<file path="src/hdl/gtr_pkg.sv">
`timescale 1ns / 1ps

package gtr_pkg;

  // Depth of the brace and bracket group stack.
  localparam int GROUP_DEPTH = 16;
  localparam int GROUP_IDX_W = (GROUP_DEPTH > 1) ? $clog2(GROUP_DEPTH) : 1;
  localparam int GROUP_CNT_W = $clog2(GROUP_DEPTH + 1);

  localparam int CFG_INDEX_W = 3;

  typedef enum logic [CFG_INDEX_W-1:0] {
    CFG_BASH_SYNTAX    = 3'd0,
    CFG_CAPTURE_GROUPS = 3'd1,
    CFG_GLOBSTAR_MODE  = 3'd2,
    CFG_ANCHOR_FULL    = 3'd3,
    CFG_PATH_MODE      = 3'd4
  } cfg_index_t;

  typedef enum logic [2:0] {
    ST_OK             = 3'd0,
    ST_TRAILING_ESC   = 3'd1,
    ST_OPEN_BRACKET   = 3'd2,
    ST_OPEN_BRACE     = 3'd3,
    ST_NESTED_BRACKET = 3'd4,
    ST_TOO_DEEP       = 3'd5
  } status_t;

  // Which wildcard text a resolved star run expands to.
  typedef enum logic [2:0] {
    STAR_NONE     = 3'd0,
    STAR_DOT      = 3'd1,
    STAR_DOT_CAP  = 3'd2,
    STAR_SEG      = 3'd3,
    STAR_SEG_CAP  = 3'd4,
    STAR_GLOB     = 3'd5,
    STAR_GLOB_CAP = 3'd6
  } star_sel_t;

  // One queued command: the results caused by one accepted item, in order
  // caret, star text, character bytes, dollar, status item.
  typedef struct packed {
    logic            done;
    logic            caret;
    star_sel_t       star;
    logic [1:0]      chr_n;
    logic [2:0][7:0] chr;
    logic            dollar;
    logic            status_item;
    status_t         status;
  } cmd_t;

  localparam logic [7:0] CH_NUL    = 8'h00;
  localparam logic [7:0] CH_BANG   = 8'h21;
  localparam logic [7:0] CH_DOLLAR = 8'h24;
  localparam logic [7:0] CH_LPAR   = 8'h28;
  localparam logic [7:0] CH_RPAR   = 8'h29;
  localparam logic [7:0] CH_STAR   = 8'h2A;
  localparam logic [7:0] CH_PLUS   = 8'h2B;
  localparam logic [7:0] CH_COMMA  = 8'h2C;
  localparam logic [7:0] CH_DOT    = 8'h2E;
  localparam logic [7:0] CH_SLASH  = 8'h2F;
  localparam logic [7:0] CH_COLON  = 8'h3A;
  localparam logic [7:0] CH_EQUAL  = 8'h3D;
  localparam logic [7:0] CH_QUEST  = 8'h3F;
  localparam logic [7:0] CH_LBRK   = 8'h5B;
  localparam logic [7:0] CH_BSLASH = 8'h5C;
  localparam logic [7:0] CH_RBRK   = 8'h5D;
  localparam logic [7:0] CH_CARET  = 8'h5E;
  localparam logic [7:0] CH_LBRACE = 8'h7B;
  localparam logic [7:0] CH_BAR    = 8'h7C;
  localparam logic [7:0] CH_RBRACE = 8'h7D;

endpackage

</file>
<file path="src/hdl/glob_to_regex_transducer.sv">
`timescale 1ns / 1ps

// Glob to regular-expression transducer.
// Input channel (in_*): one item per glob character, tuser = 0 and the byte in
// tdata, or an end-of-pattern item with tuser = 1. Output channel (out_*): the
// regex text, one byte per item, tlast on the last result of each input item.
// The end-of-pattern item always closes with a status item (has_byte = 0) that
// carries the error code, zero when the pattern was well formed.
// Configuration is written through cfg_we/cfg_index/cfg_wdata; the user must do
// so only while idle, as the block itself does not enforce it. The front stage
// decodes an accepted item in its cycle into a command, which a four-entry command
// queue hands to the back stage; the back stage walks the command and registers
// one result byte per cycle while out_tready allows. A command passes through the
// queue and the back stage's output register before its first result is offered.
// Input items are taken one per cycle while the queue has room, and an item
// causes up to twenty-one results, or none.
// Reset (synchronous, rst_n low) clears the pattern state and the queue and
// returns the registers to their defaults. When the receiver holds out_tready
// low the output item holds, the queue fills and in_tready then drops.
module glob_to_regex_transducer (
  input  logic                            clk,
  input  logic                            rst_n,
  input  logic                            cfg_we,
  input  logic [gtr_pkg::CFG_INDEX_W-1:0] cfg_index,
  input  logic                            cfg_wdata,
  input  logic                            in_tvalid,
  output logic                            in_tready,
  input  logic [7:0]                      in_tdata,   // [7:0] pattern_char
  input  logic [0:0]                      in_tuser,   // [0] kind
  output logic                            out_tvalid,
  input  logic                            out_tready,
  output logic [15:0]                     out_tdata,  // [7:0] out_byte, [10:8] status
  output logic [1:0]                      out_tuser,  // [0] has_byte, [1] pattern_done
  output logic                            out_tlast   // last_of_run
);
  import gtr_pkg::*;

  cmd_t       push_cmd, head;
  logic       q_push, q_full, q_pop, q_empty;
  logic [7:0] out_byte;
  logic       out_has_byte, out_done;
  logic [2:0] out_status;

  gtr_front u_front (
    .clk       (clk),
    .rst_n     (rst_n),
    .cfg_we    (cfg_we),
    .cfg_index (cfg_index),
    .cfg_wdata (cfg_wdata),
    .in_tvalid (in_tvalid),
    .in_tready (in_tready),
    .in_kind   (in_tuser[0]),
    .in_char   (in_tdata),
    .q_full    (q_full),
    .q_push    (q_push),
    .q_cmd     (push_cmd)
  );

  gtr_queue u_queue (
    .clk      (clk),
    .rst_n    (rst_n),
    .push     (q_push),
    .push_cmd (push_cmd),
    .full     (q_full),
    .pop      (q_pop),
    .head     (head),
    .empty    (q_empty)
  );

  gtr_back u_back (
    .clk          (clk),
    .rst_n        (rst_n),
    .head         (head),
    .q_empty      (q_empty),
    .q_pop        (q_pop),
    .out_tvalid   (out_tvalid),
    .out_tready   (out_tready),
    .out_byte     (out_byte),
    .out_has_byte (out_has_byte),
    .out_last     (out_tlast),
    .out_done     (out_done),
    .out_status   (out_status)
  );

  assign out_tdata = {5'b00000, out_status, out_byte};
  assign out_tuser = {out_done, out_has_byte};

endmodule

</file>
<file path="src/hdl/gtr_front.sv">
`timescale 1ns / 1ps

module gtr_front (
  input  logic                         clk,
  input  logic                         rst_n,
  input  logic                         cfg_we,
  input  logic [gtr_pkg::CFG_INDEX_W-1:0] cfg_index,
  input  logic                         cfg_wdata,
  input  logic                         in_tvalid,
  output logic                         in_tready,
  input  logic                         in_kind,
  input  logic [7:0]                   in_char,
  input  logic                         q_full,
  output logic                         q_push,
  output gtr_pkg::cmd_t                q_cmd
);
  import gtr_pkg::*;

  logic bash_r, capture_r, globstar_r, anchor_r, path_r;

  logic                   escape_r, escape_nxt;
  logic [GROUP_DEPTH-1:0] stack_r, stack_nxt;
  logic [GROUP_CNT_W-1:0] depth_r, depth_nxt;
  logic                   bracket_r, bracket_nxt;
  logic [7:0]             prev_r, prev_nxt;
  logic [7:0]             prev2_r, prev2_nxt;
  logic                   star_r, star_nxt;
  logic                   multi_r, multi_nxt;
  logic                   sesc_r, sesc_nxt;
  logic [7:0]             before_r, before_nxt;
  logic                   started_r, started_nxt;
  status_t                err_r, err_nxt;

  logic                   accept;
  logic [7:0]             next_c;
  logic                   star_cap;
  logic                   globstar_hit;
  star_sel_t              star_sel;
  logic [GROUP_CNT_W-1:0] depth_m1;
  logic [GROUP_IDX_W-1:0] top_idx;
  logic                   top_none, top_bracket, top_brace;
  logic                   stack_full;
  logic                   esc;
  status_t                end_status;

  assign in_tready = !q_full;
  assign accept    = in_tvalid && in_tready;

  always_ff @(posedge clk) begin
    if (!rst_n) begin
      bash_r     <= 1'b1;
      capture_r  <= 1'b0;
      globstar_r <= 1'b0;
      anchor_r   <= 1'b1;
      path_r     <= 1'b0;
    end else if (cfg_we) begin
      case (cfg_index)
        CFG_BASH_SYNTAX:    bash_r     <= cfg_wdata;
        CFG_CAPTURE_GROUPS: capture_r  <= cfg_wdata;
        CFG_GLOBSTAR_MODE:  globstar_r <= cfg_wdata;
        CFG_ANCHOR_FULL:    anchor_r   <= cfg_wdata;
        CFG_PATH_MODE:      path_r     <= cfg_wdata;
        default: ;
      endcase
    end
  end

  // Top of the group stack; only entries below the depth are ever read.
  assign depth_m1    = depth_r - 1'b1;
  assign top_idx     = depth_m1[GROUP_IDX_W-1:0];
  assign top_none    = (depth_r == '0);
  assign top_bracket = !top_none && stack_r[top_idx];
  assign top_brace   = !top_none && !stack_r[top_idx];
  assign stack_full  = (depth_r >= GROUP_CNT_W'(GROUP_DEPTH));
  assign esc         = escape_r;

  // The end marker resolves a held star run as if a zero byte followed.
  assign next_c       = in_kind ? CH_NUL : in_char;
  assign star_cap     = capture_r && !sesc_r;
  assign globstar_hit = globstar_r && multi_r &&
                        (before_r == CH_SLASH || before_r == CH_NUL) &&
                        (next_c == CH_SLASH || next_c == CH_NUL);

  always_comb begin
    if (!globstar_r) begin
      star_sel = star_cap ? STAR_DOT_CAP : STAR_DOT;
    end else if (globstar_hit) begin
      star_sel = star_cap ? STAR_GLOB_CAP : STAR_GLOB;
    end else begin
      star_sel = star_cap ? STAR_SEG_CAP : STAR_SEG;
    end
  end

  always_comb begin
    if (err_r != ST_OK) begin
      end_status = err_r;
    end else if (escape_r) begin
      end_status = ST_TRAILING_ESC;
    end else if (!top_none) begin
      end_status = top_bracket ? ST_OPEN_BRACKET : ST_OPEN_BRACE;
    end else begin
      end_status = ST_OK;
    end
  end

  always_comb begin
    escape_nxt  = escape_r;
    stack_nxt   = stack_r;
    depth_nxt   = depth_r;
    bracket_nxt = bracket_r;
    prev_nxt    = prev_r;
    prev2_nxt   = prev2_r;
    star_nxt    = star_r;
    multi_nxt   = multi_r;
    sesc_nxt    = sesc_r;
    before_nxt  = before_r;
    started_nxt = started_r;
    err_nxt     = err_r;
    q_cmd       = '0;
    q_push      = 1'b0;

    if (accept && !in_kind) begin
      if (err_r == ST_OK) begin
        started_nxt = 1'b1;
        q_cmd.caret = !started_r && anchor_r;
        if (star_r && in_char == CH_STAR) begin
          multi_nxt = 1'b1;
        end else begin
          if (star_r) begin
            q_cmd.star = star_sel;
            star_nxt   = 1'b0;
            multi_nxt  = 1'b0;
            sesc_nxt   = 1'b0;
          end
          // A globstar swallows the slash or zero byte that follows it.
          if (!(star_r && globstar_hit)) begin
            escape_nxt = 1'b0;
            case (in_char)
              CH_BSLASH: begin
                if (esc) begin
                  q_cmd.chr_n  = 2'd2;
                  q_cmd.chr[0] = CH_BSLASH;
                  q_cmd.chr[1] = CH_BSLASH;
                end else begin
                  escape_nxt = 1'b1;
                end
              end
              CH_DOLLAR, CH_CARET, CH_PLUS, CH_DOT, CH_LPAR, CH_RPAR,
              CH_EQUAL, CH_BANG, CH_BAR: begin
                if (esc) begin
                  q_cmd.chr_n  = 2'd1;
                  q_cmd.chr[0] = in_char;
                end else begin
                  q_cmd.chr_n  = 2'd2;
                  q_cmd.chr[0] = CH_BSLASH;
                  q_cmd.chr[1] = in_char;
                end
              end
              CH_QUEST: begin
                if (esc) begin
                  q_cmd.chr_n  = 2'd1;
                  q_cmd.chr[0] = CH_QUEST;
                end else if (bash_r && capture_r) begin
                  q_cmd.chr_n  = 2'd3;
                  q_cmd.chr[0] = CH_LPAR;
                  q_cmd.chr[1] = CH_DOT;
                  q_cmd.chr[2] = CH_RPAR;
                end else if (bash_r) begin
                  q_cmd.chr_n  = 2'd1;
                  q_cmd.chr[0] = CH_DOT;
                end else begin
                  q_cmd.chr_n  = 2'd2;
                  q_cmd.chr[0] = CH_BSLASH;
                  q_cmd.chr[1] = CH_QUEST;
                end
              end
              CH_LBRK: begin
                if (esc || (bash_r && !capture_r)) begin
                  q_cmd.chr_n  = 2'd1;
                  q_cmd.chr[0] = CH_LBRK;
                end else if (!bash_r) begin
                  q_cmd.chr_n  = 2'd2;
                  q_cmd.chr[0] = CH_BSLASH;
                  q_cmd.chr[1] = CH_LBRK;
                end else if (bracket_r) begin
                  err_nxt = ST_NESTED_BRACKET;
                end else if (stack_full) begin
                  err_nxt = ST_TOO_DEEP;
                end else begin
                  q_cmd.chr_n  = 2'd2;
                  q_cmd.chr[0] = CH_LPAR;
                  q_cmd.chr[1] = CH_LBRK;
                  stack_nxt[depth_r[GROUP_IDX_W-1:0]] = 1'b1;
                  depth_nxt    = depth_r + 1'b1;
                  bracket_nxt  = 1'b1;
                end
              end
              CH_RBRK: begin
                if (esc || (bash_r && !capture_r)) begin
                  q_cmd.chr_n  = 2'd1;
                  q_cmd.chr[0] = CH_RBRK;
                end else if (bash_r && top_bracket) begin
                  q_cmd.chr_n  = 2'd2;
                  q_cmd.chr[0] = CH_RBRK;
                  q_cmd.chr[1] = CH_RPAR;
                  depth_nxt    = depth_m1;
                  bracket_nxt  = 1'b0;
                end else begin
                  q_cmd.chr_n  = 2'd2;
                  q_cmd.chr[0] = CH_BSLASH;
                  q_cmd.chr[1] = CH_RBRK;
                end
              end
              CH_LBRACE: begin
                if (esc) begin
                  q_cmd.chr_n  = 2'd1;
                  q_cmd.chr[0] = CH_LBRACE;
                end else if (!bash_r) begin
                  q_cmd.chr_n  = 2'd2;
                  q_cmd.chr[0] = CH_BSLASH;
                  q_cmd.chr[1] = CH_LBRACE;
                end else if (stack_full) begin
                  err_nxt = ST_TOO_DEEP;
                end else begin
                  stack_nxt[depth_r[GROUP_IDX_W-1:0]] = 1'b0;
                  depth_nxt    = depth_r + 1'b1;
                  q_cmd.chr[0] = CH_LPAR;
                  q_cmd.chr[1] = CH_QUEST;
                  q_cmd.chr[2] = CH_COLON;
                  q_cmd.chr_n  = capture_r ? 2'd1 : 2'd3;
                end
              end
              CH_RBRACE: begin
                if (esc) begin
                  q_cmd.chr_n  = 2'd1;
                  q_cmd.chr[0] = CH_RBRACE;
                end else if (bash_r && top_brace) begin
                  q_cmd.chr_n  = 2'd1;
                  q_cmd.chr[0] = CH_RPAR;
                  depth_nxt    = depth_m1;
                end else begin
                  q_cmd.chr_n  = 2'd2;
                  q_cmd.chr[0] = CH_BSLASH;
                  q_cmd.chr[1] = CH_RBRACE;
                end
              end
              CH_COMMA: begin
                if (!esc && !top_none) begin
                  q_cmd.chr_n  = 2'd1;
                  q_cmd.chr[0] = top_brace ? CH_BAR : CH_COMMA;
                end else begin
                  q_cmd.chr_n  = 2'd2;
                  q_cmd.chr[0] = CH_BSLASH;
                  q_cmd.chr[1] = CH_COMMA;
                end
              end
              CH_STAR: begin
                if (esc && !path_r) begin
                  q_cmd.chr_n  = 2'd1;
                  q_cmd.chr[0] = CH_STAR;
                end else begin
                  star_nxt   = 1'b1;
                  multi_nxt  = 1'b0;
                  sesc_nxt   = esc;
                  before_nxt = esc ? prev2_r : prev_r;
                end
              end
              default: begin
                q_cmd.chr_n  = 2'd1;
                q_cmd.chr[0] = in_char;
              end
            endcase
          end
        end
        prev2_nxt = prev_r;
        prev_nxt  = in_char;
        q_push    = q_cmd.caret || (q_cmd.star != STAR_NONE) || (q_cmd.chr_n != 2'd0);
      end
    end else if (accept) begin
      if (end_status == ST_OK) begin
        q_cmd.caret  = !started_r && anchor_r;
        q_cmd.star   = star_r ? star_sel : STAR_NONE;
        q_cmd.dollar = anchor_r;
      end
      q_cmd.status_item = 1'b1;
      q_cmd.status      = end_status;
      q_cmd.done        = 1'b1;
      q_push            = 1'b1;
      escape_nxt  = 1'b0;
      depth_nxt   = '0;
      bracket_nxt = 1'b0;
      prev_nxt    = CH_NUL;
      prev2_nxt   = CH_NUL;
      star_nxt    = 1'b0;
      multi_nxt   = 1'b0;
      sesc_nxt    = 1'b0;
      before_nxt  = CH_NUL;
      started_nxt = 1'b0;
      err_nxt     = ST_OK;
    end
  end

  // The stack holds no reset: entries are written before they are read.
  always_ff @(posedge clk) begin
    stack_r <= stack_nxt;
  end

  always_ff @(posedge clk) begin
    if (!rst_n) begin
      escape_r  <= 1'b0;
      depth_r   <= '0;
      bracket_r <= 1'b0;
      prev_r    <= CH_NUL;
      prev2_r   <= CH_NUL;
      star_r    <= 1'b0;
      multi_r   <= 1'b0;
      sesc_r    <= 1'b0;
      before_r  <= CH_NUL;
      started_r <= 1'b0;
      err_r     <= ST_OK;
    end else begin
      escape_r  <= escape_nxt;
      depth_r   <= depth_nxt;
      bracket_r <= bracket_nxt;
      prev_r    <= prev_nxt;
      prev2_r   <= prev2_nxt;
      star_r    <= star_nxt;
      multi_r   <= multi_nxt;
      sesc_r    <= sesc_nxt;
      before_r  <= before_nxt;
      started_r <= started_nxt;
      err_r     <= err_nxt;
    end
  end

`ifndef SYNTHESIS
  a_depth_bound: assert property (@(posedge clk) disable iff (!rst_n)
    depth_r <= GROUP_CNT_W'(GROUP_DEPTH))
    else $error("group depth beyond stack size");

  a_bracket_on_stack: assert property (@(posedge clk) disable iff (!rst_n)
    bracket_r |-> (depth_r != '0))
    else $error("open bracket with empty group stack");

  a_end_always_pushes: assert property (@(posedge clk) disable iff (!rst_n)
    (accept && in_kind) |-> (q_push && q_cmd.status_item))
    else $error("end of pattern gave no status command");
`endif

endmodule

</file>
<file path="src/hdl/gtr_queue.sv">
`timescale 1ns / 1ps

module gtr_queue (
  input  logic          clk,
  input  logic          rst_n,
  input  logic          push,
  input  gtr_pkg::cmd_t push_cmd,
  output logic          full,
  input  logic          pop,
  output gtr_pkg::cmd_t head,
  output logic          empty
);
  import gtr_pkg::*;

  localparam int QDEPTH = 4;
  localparam int PTR_W  = $clog2(QDEPTH);
  localparam int CNT_W  = $clog2(QDEPTH + 1);

  cmd_t             mem_r [QDEPTH];
  logic [PTR_W-1:0] wr_ptr_r, rd_ptr_r;
  logic [CNT_W-1:0] count_r;

  assign full  = (count_r == CNT_W'(QDEPTH));
  assign empty = (count_r == '0);
  assign head  = mem_r[rd_ptr_r];

  always_ff @(posedge clk) begin
    if (push) begin
      mem_r[wr_ptr_r] <= push_cmd;
    end
  end

  always_ff @(posedge clk) begin
    if (!rst_n) begin
      wr_ptr_r <= '0;
      rd_ptr_r <= '0;
      count_r  <= '0;
    end else begin
      if (push) wr_ptr_r <= wr_ptr_r + 1'b1;
      if (pop)  rd_ptr_r <= rd_ptr_r + 1'b1;
      case ({push, pop})
        2'b10:   count_r <= count_r + 1'b1;
        2'b01:   count_r <= count_r - 1'b1;
        default: count_r <= count_r;
      endcase
    end
  end

`ifndef SYNTHESIS
  a_no_overflow: assert property (@(posedge clk) disable iff (!rst_n)
    push |-> (!full || pop))
    else $error("command queue overflow");

  a_no_underflow: assert property (@(posedge clk) disable iff (!rst_n)
    pop |-> !empty)
    else $error("command queue underflow");
`endif

endmodule

</file>
<file path="src/hdl/gtr_back.sv">
`timescale 1ns / 1ps

module gtr_back (
  input  logic          clk,
  input  logic          rst_n,
  input  gtr_pkg::cmd_t head,
  input  logic          q_empty,
  output logic          q_pop,
  output logic          out_tvalid,
  input  logic          out_tready,
  output logic [7:0]    out_byte,
  output logic          out_has_byte,
  output logic          out_last,
  output logic          out_done,
  output logic [2:0]    out_status
);
  import gtr_pkg::*;

  typedef enum logic [4:0] {
    SEG_CARET  = 5'b00001,
    SEG_STAR   = 5'b00010,
    SEG_CHR    = 5'b00100,
    SEG_DOLLAR = 5'b01000,
    SEG_STATUS = 5'b10000
  } seg_t;

  localparam int STR_MAX = 19;

  function automatic logic [4:0] star_len(star_sel_t sel);
    logic [4:0] len;
    case (sel)
      STAR_DOT:      len = 5'd2;
      STAR_DOT_CAP:  len = 5'd4;
      STAR_SEG:      len = 5'd5;
      STAR_SEG_CAP:  len = 5'd7;
      STAR_GLOB:     len = 5'd17;
      STAR_GLOB_CAP: len = 5'd19;
      default:       len = 5'd1;
    endcase
    return len;
  endfunction

  // Strings are right-aligned, so character i sits len-1-i bytes from the bottom.
  function automatic logic [7:0] star_byte(star_sel_t sel, logic [4:0] idx);
    logic [8*STR_MAX-1:0] s;
    logic [4:0]           pos;
    case (sel)
      STAR_DOT:      s = ".*";
      STAR_DOT_CAP:  s = "(.*)";
      STAR_SEG:      s = "[^/]*";
      STAR_SEG_CAP:  s = "([^/]*)";
      STAR_GLOB:     s = "(?:[^/]*(?:/|$))*";
      STAR_GLOB_CAP: s = "((?:[^/]*(?:/|$))*)";
      default:       s = '0;
    endcase
    pos = star_len(sel) - 5'd1 - idx;
    return s[{pos, 3'b000} +: 8];
  endfunction

  logic       start_r;
  seg_t       seg_r;
  logic [4:0] idx_r;

  logic       valid_r;
  logic [7:0] byte_r;
  logic       has_r, last_r, done_r;
  logic [2:0] status_r;

  logic [4:0] pres, first_v, seg_v, above, nxt_v;
  seg_t       eff_seg;
  logic [4:0] eff_idx;
  logic [4:0] seg_len;
  logic       seg_end, cmd_last;
  logic       advance;
  logic [7:0] cur_byte;

  assign pres    = {head.status_item, head.dollar, head.chr_n != 2'd0,
                    head.star != STAR_NONE, head.caret};
  assign first_v = pres & (~pres + 5'd1);
  assign eff_seg = start_r ? seg_t'(first_v) : seg_r;
  assign eff_idx = start_r ? 5'd0 : idx_r;
  assign seg_v   = eff_seg;
  assign above   = pres & ~(seg_v | (seg_v - 5'd1));
  assign nxt_v   = above & (~above + 5'd1);

  always_comb begin
    case (eff_seg)
      SEG_CARET: begin
        seg_len  = 5'd1;
        cur_byte = CH_CARET;
      end
      SEG_STAR: begin
        seg_len  = star_len(head.star);
        cur_byte = star_byte(head.star, eff_idx);
      end
      SEG_CHR: begin
        seg_len  = {3'b000, head.chr_n};
        cur_byte = head.chr[eff_idx[1:0]];
      end
      SEG_DOLLAR: begin
        seg_len  = 5'd1;
        cur_byte = CH_DOLLAR;
      end
      default: begin
        seg_len  = 5'd1;
        cur_byte = CH_NUL;
      end
    endcase
  end

  assign seg_end  = (eff_idx == seg_len - 5'd1);
  assign cmd_last = seg_end && (above == 5'd0);
  assign advance  = !q_empty && (!valid_r || out_tready);
  assign q_pop    = advance && cmd_last;

  always_ff @(posedge clk) begin
    if (!rst_n) begin
      start_r <= 1'b1;
      seg_r   <= SEG_CARET;
      idx_r   <= 5'd0;
      valid_r <= 1'b0;
    end else begin
      if (advance) begin
        valid_r <= 1'b1;
        if (cmd_last) begin
          start_r <= 1'b1;
        end else if (seg_end) begin
          start_r <= 1'b0;
          seg_r   <= seg_t'(nxt_v);
          idx_r   <= 5'd0;
        end else begin
          start_r <= 1'b0;
          seg_r   <= eff_seg;
          idx_r   <= eff_idx + 5'd1;
        end
      end else if (out_tready) begin
        valid_r <= 1'b0;
      end
    end
  end

  always_ff @(posedge clk) begin
    if (advance) begin
      byte_r   <= cur_byte;
      has_r    <= (eff_seg != SEG_STATUS);
      last_r   <= cmd_last;
      done_r   <= head.done;
      status_r <= (eff_seg == SEG_STATUS) ? head.status : ST_OK;
    end
  end

  assign out_tvalid   = valid_r;
  assign out_byte     = byte_r;
  assign out_has_byte = has_r;
  assign out_last     = last_r;
  assign out_done     = done_r;
  assign out_status   = status_r;

`ifndef SYNTHESIS
  a_status_closes_run: assert property (@(posedge clk) disable iff (!rst_n)
    (valid_r && !has_r) |-> (last_r && done_r && byte_r == CH_NUL))
    else $error("status item not the closing result of its pattern");
`endif

endmodule

</file>
<file path="config.mk">
export PLATFORM = sky130hd
export DESIGN_NAME = glob_to_regex_transducer
export DESIGN_NICKNAME = d
export VERILOG_FILES = /design/src/hdl/gtr_pkg.sv /design/src/hdl/glob_to_regex_transducer.sv /design/src/hdl/gtr_front.sv /design/src/hdl/gtr_queue.sv /design/src/hdl/gtr_back.sv
export SDC_FILE = /design/constraint.sdc
export NUM_CORES = 1
export LEC_CHECK = 0
export BUFFER_PORTS_ARGS = -buffer_cell sky130_fd_sc_hd__buf_2
export CAP_MARGIN = 20
export CORE_ASPECT_RATIO = 1.4
export CORE_MARGIN = 8
export CORE_UTILIZATION = 45
export CTS_CLUSTER_SIZE = 10
export DETAILED_ROUTE_END_ITERATION = 10
export GPL_TIMING_DRIVEN = 1
export SLEW_MARGIN = 20
export SYNTH_ARGS = -nofsm -noshare
export SYNTH_HDL_FRONTEND = slang
export SYNTH_SLANG_ARGS = --single-unit
</file>
<file path="constraint.sdc">
create_clock -name clk -period 12.2 [get_ports clk]
set_input_delay 3.66 -clock clk [delete_from_list [all_inputs] [get_ports clk]]
set_output_delay 3.66 -clock clk [all_outputs]
set_load 0.02 [all_outputs]
</file>
* Word level (Yosys, flattened, before mapping)
Memories as Yosys holds them, arrays and structs flattened. A register that Yosys moved wholly into a read port is not among the register bits.
Index checks and enable logic that the tools add are counted.
** Operators by class
- Shifts and indexed selects :: 1
- Bitwise logic cells :: 13
- Equality and inequality tests :: 63
- Reduce and logical (&&, ||, !) cells :: 70
- Order comparisons :: 5
- Add/subtract/negate cells :: 13
- Mux-type cells :: 190
** Operators with widths (number)
- case mux 150 bit (6 select lines) :: 1
- 2-to-1 mux 8 bit :: 26
- 2-to-1 mux 16 bit :: 12
- 2-to-1 mux 152 bit :: 1
- indexed part select 152 x 9 -> 8 bit :: 1
- 2-to-1 mux 5 bit :: 23
- equality test 8 x 6 -> 1 bit (second input constant) :: 12
- 2-to-1 mux 29 bit :: 3
- 2-to-1 mux 26 bit :: 3
- case mux 8 bit (9 select lines) :: 1
- case mux 8 bit (8 select lines) :: 1
- equality test 8 x 7 -> 1 bit (second input constant) :: 7
- 2-to-1 mux 3 bit :: 18
- 2-to-1 mux 1 bit :: 53
- 2-to-1 mux 15 bit :: 3
- 2-to-1 mux 2 bit :: 20
- case mux 16 bit (2 select lines) :: 1
- case mux 8 bit (4 select lines) :: 1
- 2-to-1 mux 30 bit :: 1
- case mux 5 bit (6 select lines) :: 1
- 2-to-1 mux 7 bit :: 4
- inequality test 3 bit (second input constant) :: 9
- 2-to-1 mux 6 bit :: 4
- logical AND 1 bit :: 21
- other kinds (58) :: 128
** Storage, ports and cells
- Memories kept :: 1
- Bits in registers :: 92
- Word-level logic and storage cells :: 385
- RAM bits :: 144
** Memories
- u_queue.mem_r :: words 4, bits a word 36, read ports 1, clocked after memory_dff 1, wr ports 1, line gtr_queue.sv:19 : cmd_t mem_r [QDEPTH];

* Depth between registers and ports, before layout
- Word-level depth :: 20
- Mapped depth :: 19
- Depth with buffers taken out :: 18

* Hierarchy
Synthesis repeated with hierarchy kept, for this count alone.
** Unflattened totals
- Cells, all modules :: 1147
- Area, all modules :: 12787.3 um^2
** By module, submodules not included
- gtr_queue :: area an instance 5699.2 um^2, times used 1, cells each 234
- gtr_front :: area an instance 4316.6 um^2, times used 1, cells each 545
- gtr_back :: area an instance 2715.1 um^2, times used 1, cells each 360
- glob_to_regex_transducer :: area an instance 56.3 um^2, times used 1, cells each 8

* Least setup slack after synthesis
No wires, ideal clock.
- Path type :: input-to-reg
- From :: input port in_tdata[0]
- To :: register u_queue.count_r[2]
- Path buffers :: 1
- Data arrival time :: 7.206 ns
- Stages on the path :: 19
- Setup slack :: 4.923 ns
- Required time :: 12.129 ns
- Path through :: clkbuf_1 -> or4_1 -> o22ai_1 -> a21oi_1 -> nor4_1 -> inv_1 -> ha_1 -> nand3_1 -> o21ai_0 -> o21ai_0 -> a21oi_1 -> o211ai_1 -> inv_1 -> ha_1 -> inv_1 -> fa_1 -> xor2_1 -> or3_1 -> a21oi_1
** Between the ends
- Cells in the longest elaborated chain, start to end :: 17
- Elaborated cells between the ends (all ways) :: 43
** RTL lines
- start: declaration :: line glob_to_regex_transducer.sv:28 : input logic [7:0] in_tdata,
- 2-to-1 mux 8 bit :: line gtr_front.sv:78 : assign next_c = in_kind ? CH_NUL : in_char;
- equality test 8 x 6 -> 1 bit / zero test 8 bit (equally long branches) :: line gtr_front.sv:82 : (next_c == CH_SLASH || next_c == CH_NUL);
- logical OR 1 bit :: line gtr_front.sv:82
- logical AND 1 bit :: line gtr_front.sv:81 : (before_r == CH_SLASH || before_r == CH_NUL) &&
- 2-to-1 mux 3 bit :: line gtr_front.sv:87 : end else if (globstar_hit) begin
- 2-to-1 mux 3 bit :: line gtr_front.sv:85 : if (!globstar_r) begin
- 2-to-1 mux 3 bit :: line gtr_front.sv:129 : if (star_r) begin
- 2-to-1 mux 29 bit * :: line gtr_front.sv:126 : if (star_r && in_char == CH_STAR) begin
- 2-to-1 mux 29 bit * :: line gtr_front.sv:123 : if (err_r == ST_OK) begin
- 2-to-1 mux 29 bit * :: line gtr_front.sv:122 : if (accept && !in_kind) begin
- nonzero test 3 bit :: line gtr_front.sv:277 : q_push = q_cmd.caret || (q_cmd.star != STAR_NONE) || (q_cmd.chr_n != 2'd0);
- logical OR 1 bit :: line gtr_front.sv:277
- logical OR 1 bit * :: line gtr_front.sv:277
- 2-to-1 mux 1 bit * :: line gtr_front.sv:123
- 2-to-1 mux 1 bit * :: line gtr_front.sv:122
- equality test 2 x 1 -> 1 bit / equality test 2 bit (equally long branches) :: line gtr_queue.sv:41 : case ({push, pop})
- case mux 3 bit (2 select lines) / nonzero test 2 bit (equally long branches)
- end signal: assignment :: line gtr_queue.sv:42 : 2'b10: count_r <= count_r + 1'b1;
- end signal: assignment :: line gtr_queue.sv:43 : 2'b01: count_r <= count_r - 1'b1;
- end signal: assignment :: line gtr_queue.sv:44 : default: count_r <= count_r;
- end: declaration :: line gtr_queue.sv:21 : logic [CNT_W-1:0] count_r;
Every way passes the cells marked *; elsewhere a longest branch is shown, timed or not. The select of a mux whose other input is x is not followed.
A chain may end at the register's enable or synchronous reset.

* Final worst setup path
- From :: input port in_tdata[5]
- To :: register u_queue.count_r[2]
The elaborated chain is that of the path after synthesis.

==> results.toml <==
[outcome]
outcome = "complete, no violations"

[hold_path]
hold_path_class = "flop to flop"
min_from = "u_front.started_r"

[worst_setup_path]
timing.critical_path.from = "in_tdata[5]"
critical_path.startpoint_type = "primary input"
crit_end_category = "flop"
arrival_ps = 7790
timing.setup.critical_path_class = "primary input to flop"
crit_fanout = 26
worst_ep_required_time_ps = 12630

[power]
switching_power_mw = 1.04
pwr_density_cell_nw_per_um2 = 216
post_route_total_power_mw = 2.73
combPwrFrac = 0.417
internal_power_mw = 1.69
peakVddDrop_uv = 176
clkPwrFrac = 0.239
power.switching_fraction = 0.381
seqPwrFrac = 0.344
power.leakage_nw = 4.35

[layout]
drive_above_1_share = 0.119
final.fill_count = 2320
areaGrowthSynthToFinish_pct = 9.80
nNetsFinal = 1159
antenna_diodes = 0
post-route-cell-area_um2 = 12700
layout.cells.non_filler = 1457

[drt]
drt_first_pass_iters = 5
dr_total_vias = 8842
drc = 0
antenna_violating_nets_remaining = 0
wl_per_cell_um = 20.5
route.final.wire_length_um = 29800
first_iter_violations = 712
routed_via_density = 6.07

[clock_network]
clk_path_buf_depth = 3
cts_root_buffer = "sky130_fd_sc_hd__clkbuf_16"
cts_buffers = 25
post_cts_hold_buffer_count = 0
worstSkewPairLatency_ps = 500
cts_tree = "done"
clk_pin_slew_worst_paths_ps = 50
cts.htree.levels = 1
cts.sink_count = 214
post_cts_buffers = 0
cts_repair_resized_insts = 0

[place]
numPlacedInstances = 1413
numPortBuffers = 33
detailed_place.area_um2 = 11900
gp_congestion = 0.956
dp_hpwl_um = 20900

[sta]
tns_ps = 0
final_period_minus_worst_setup_slack_ps = 7360
worst_relative_slew_slack = 0.244
hold_viol_final = 0
layout_worst_path_cycle_share = 0.603
worst_slew_pin_slew_ps = 1120
setup-violations-final = 0
slew_viol_final = 0
final.setup_skew_ps = 13.4
maxClockFrequency_mhz = 136
rsz0062_at_grt = "no"

[floorplan]
placeable_core_region_um2 = 25300
die_y_um = 205
fp-row-count = 69
io_pins = 39
die_x_um = 151
starting_density = 0.456
fp.dieArea_um2 = 31100

[yosys]
synth_warnings = 0
asyncSetResetFlopFracSynth = 0
post_synth_main_area_contributors = "sky130_fd_sc_hd__edfxtp_1 39%, sky130_fd_sc_hd__dfxtp_1 11%, sky130_fd_sc_hd__mux4_2 6.1%, sky130_fd_sc_hd__a21oi_1 3.9%, sky130_fd_sc_hd__nand2_1 3.4%"
synth.avg_cell_area_um2 = 10.4
synth_most_common_cell = "sky130_fd_sc_hd__edfxtp_1"
synth-edff-count = 150
seq_area_frac_synth = 0.502
synth_largest_area_cell = "sky130_fd_sc_hd__edfxtp_1"
synth_cells = 1108
synth.top_cells.by_count = "150 x sky130_fd_sc_hd__edfxtp_1, 105 x sky130_fd_sc_hd__nand2_1, 100 x sky130_fd_sc_hd__nor2_1"
yosysUniqueCellTypes = 83
synth.ff_latch_count = 214
synth.cell_area_um2 = 11500
synthFlopType = "sky130_fd_sc_hd__edfxtp_1"
post-synth-top-area-fraction = 0.390

[global_route]
grt_pass1_vias = 8700
grt_util_met3 = 0.0240
grt_pass1_wl_um = 47500
grt_util_met1 = 0.216
grt.met2_usage = 0.346
grt_antenna_before_repair = 0
globalRouteTotalUtil = 0.193
maximum_number_of_pins_on_one_net_before_global_route_repair = 56
grt_overflow_total = 0
grt_busiest_layer = "met2"

[job]
maxCapViolations = 0
[worst max-delay path, stage by stage]
cell	delay, ps
sky130_fd_sc_hd__buf_2	380
sky130_fd_sc_hd__or3b_2	570
sky130_fd_sc_hd__nor4_1	720
sky130_fd_sc_hd__nand2_1	210
sky130_fd_sc_hd__nand2_1	120
sky130_fd_sc_hd__a21oi_1	110
sky130_fd_sc_hd__o311ai_0	210
sky130_fd_sc_hd__o211ai_1	380
sky130_fd_sc_hd__inv_1	140
sky130_fd_sc_hd__ha_1	190
sky130_fd_sc_hd__inv_1	70
sky130_fd_sc_hd__fa_1	430
sky130_fd_sc_hd__xor2_1	160
sky130_fd_sc_hd__or3_1	300
sky130_fd_sc_hd__a21oi_1	130
[through the flow]
step | setup slack [ps] | hold WS, ps | utilization
after floorplan | 4920 | 431 | -
after global placement | 4450 | 440 | 0.472
after detailed placement | 4360 | 444 | 0.472
final | 4840 | 451 | 0.501
after CTS | 4870 | 452 | 0.500
after global routing | 4470 | 477 | 0.501
[metal layers]
metal	wire (um)	part of all wire
met1	11500	0.38
met2	15500	0.52
met3	1280	0.043
met4	1560	0.052
met5	0	0
[final timing paths]
kind	to	slack, ps	depth (start not counted)
hold reg to reg	u_front.started_r	450	2
setup reg to reg	u_queue.count_r[2]	6490	18
hold / removal	u_front.started_r	450	2
setup / recovery	u_queue.count_r[2]	4840	15
[layout by cell type, fill, tap and decap left out, types with 5 or more instances in the layout]
| cell | n |
|---|---|
| sky130_fd_sc_hd__a211oi_1 | 8 |
| sky130_fd_sc_hd__a21oi_1 | 90 |
| sky130_fd_sc_hd__o22a_1 | 11 |
| sky130_fd_sc_hd__clkbuf_1 | 16 |
| sky130_fd_sc_hd__a21o_1 | 5 |
| sky130_fd_sc_hd__buf_4 | 15 |
| sky130_fd_sc_hd__and2_1 | 12 |
| sky130_fd_sc_hd__xor2_1 | 7 |
| sky130_fd_sc_hd__nand2_1 | 105 |
| sky130_fd_sc_hd__o221ai_1 | 6 |
| sky130_fd_sc_hd__buf_2 | 33 |
| sky130_fd_sc_hd__nor3_1 | 23 |
| sky130_fd_sc_hd__nor4_1 | 13 |
| sky130_fd_sc_hd__o21ai_0 | 58 |
| sky130_fd_sc_hd__o31ai_1 | 5 |
| sky130_fd_sc_hd__inv_1 | 39 |
| sky130_fd_sc_hd__nand3_1 | 48 |
| sky130_fd_sc_hd__nor2_1 | 100 |
| sky130_fd_sc_hd__dfxtp_1 | 63 |
| sky130_fd_sc_hd__mux2i_1 | 26 |
| sky130_fd_sc_hd__nor2b_1 | 17 |
| sky130_fd_sc_hd__a22oi_1 | 7 |
| sky130_fd_sc_hd__or3_1 | 9 |
| sky130_fd_sc_hd__o21a_1 | 6 |
| sky130_fd_sc_hd__o211ai_1 | 7 |
| sky130_fd_sc_hd__nor3b_1 | 8 |
| sky130_fd_sc_hd__o22ai_1 | 10 |
| sky130_fd_sc_hd__edfxtp_1 | 150 |
| sky130_fd_sc_hd__and3_1 | 12 |
| sky130_fd_sc_hd__ha_1 | 17 |
| sky130_fd_sc_hd__xnor2_1 | 11 |
| sky130_fd_sc_hd__nand2b_1 | 22 |
| sky130_fd_sc_hd__conb_1 | 9 |
| sky130_fd_sc_hd__clkbuf_16 | 25 |
| sky130_fd_sc_hd__nand4_1 | 9 |
| sky130_fd_sc_hd__mux4_2 | 31 |
| sky130_fd_sc_hd__a31oi_1 | 13 |
| sky130_fd_sc_hd__or4_1 | 6 |
[cell type report]
class	instances	area, um^2	area share
inverter	40	150	0.0119
sequential	214	5790	0.457
timing repair buffer	49	298	0.0235
clock buffer	42	699	0.0552
tap	319	399	0.0315
clock inverter	1	5.00	0.000395
multi-input combinational	792	5330	0.421
[registers in the layout (all words and copies together) (netlist names), 2 cells and up, named ones only]
signal             cells
u_queue.wr_ptr_r       2
u_queue.rd_ptr_r       2
u_front.prev_r         8
u_front.depth_r        5
u_back.out_status      3
u_back.seg_r           5
u_queue.count_r        3
u_front.before_r       8
u_back.out_byte        8
u_front.prev2_r        8
u_back.idx_r           5
u_queue.mem_r        120
u_front.err_r          3
[power groups by stage]
stage	Sequential [mW]	Combinational, mW	Clock (mW)
final	0.941	1.14	0.654
after global routing	0.952	1.24	0.698
after CTS	0.942	1.13	0.671
after detailed placement	0.956	1.13	0
after global placement	0.953	1.13	0
after floorplan	0.968	0.848	0
[cell families after synthesis]
logic type | synth area share
flip-flops | 0.502
buffers and inverters | 0.0392
adder cells (fa/ha/maj) | 0.0228
AO/OA/AOI/OAI | 0.153
other | 0.000325
XOR/XNOR | 0.0137
multiplexers | 0.0906
AND/OR/NAND/NOR | 0.179
(Power assumes the default switching activity.)
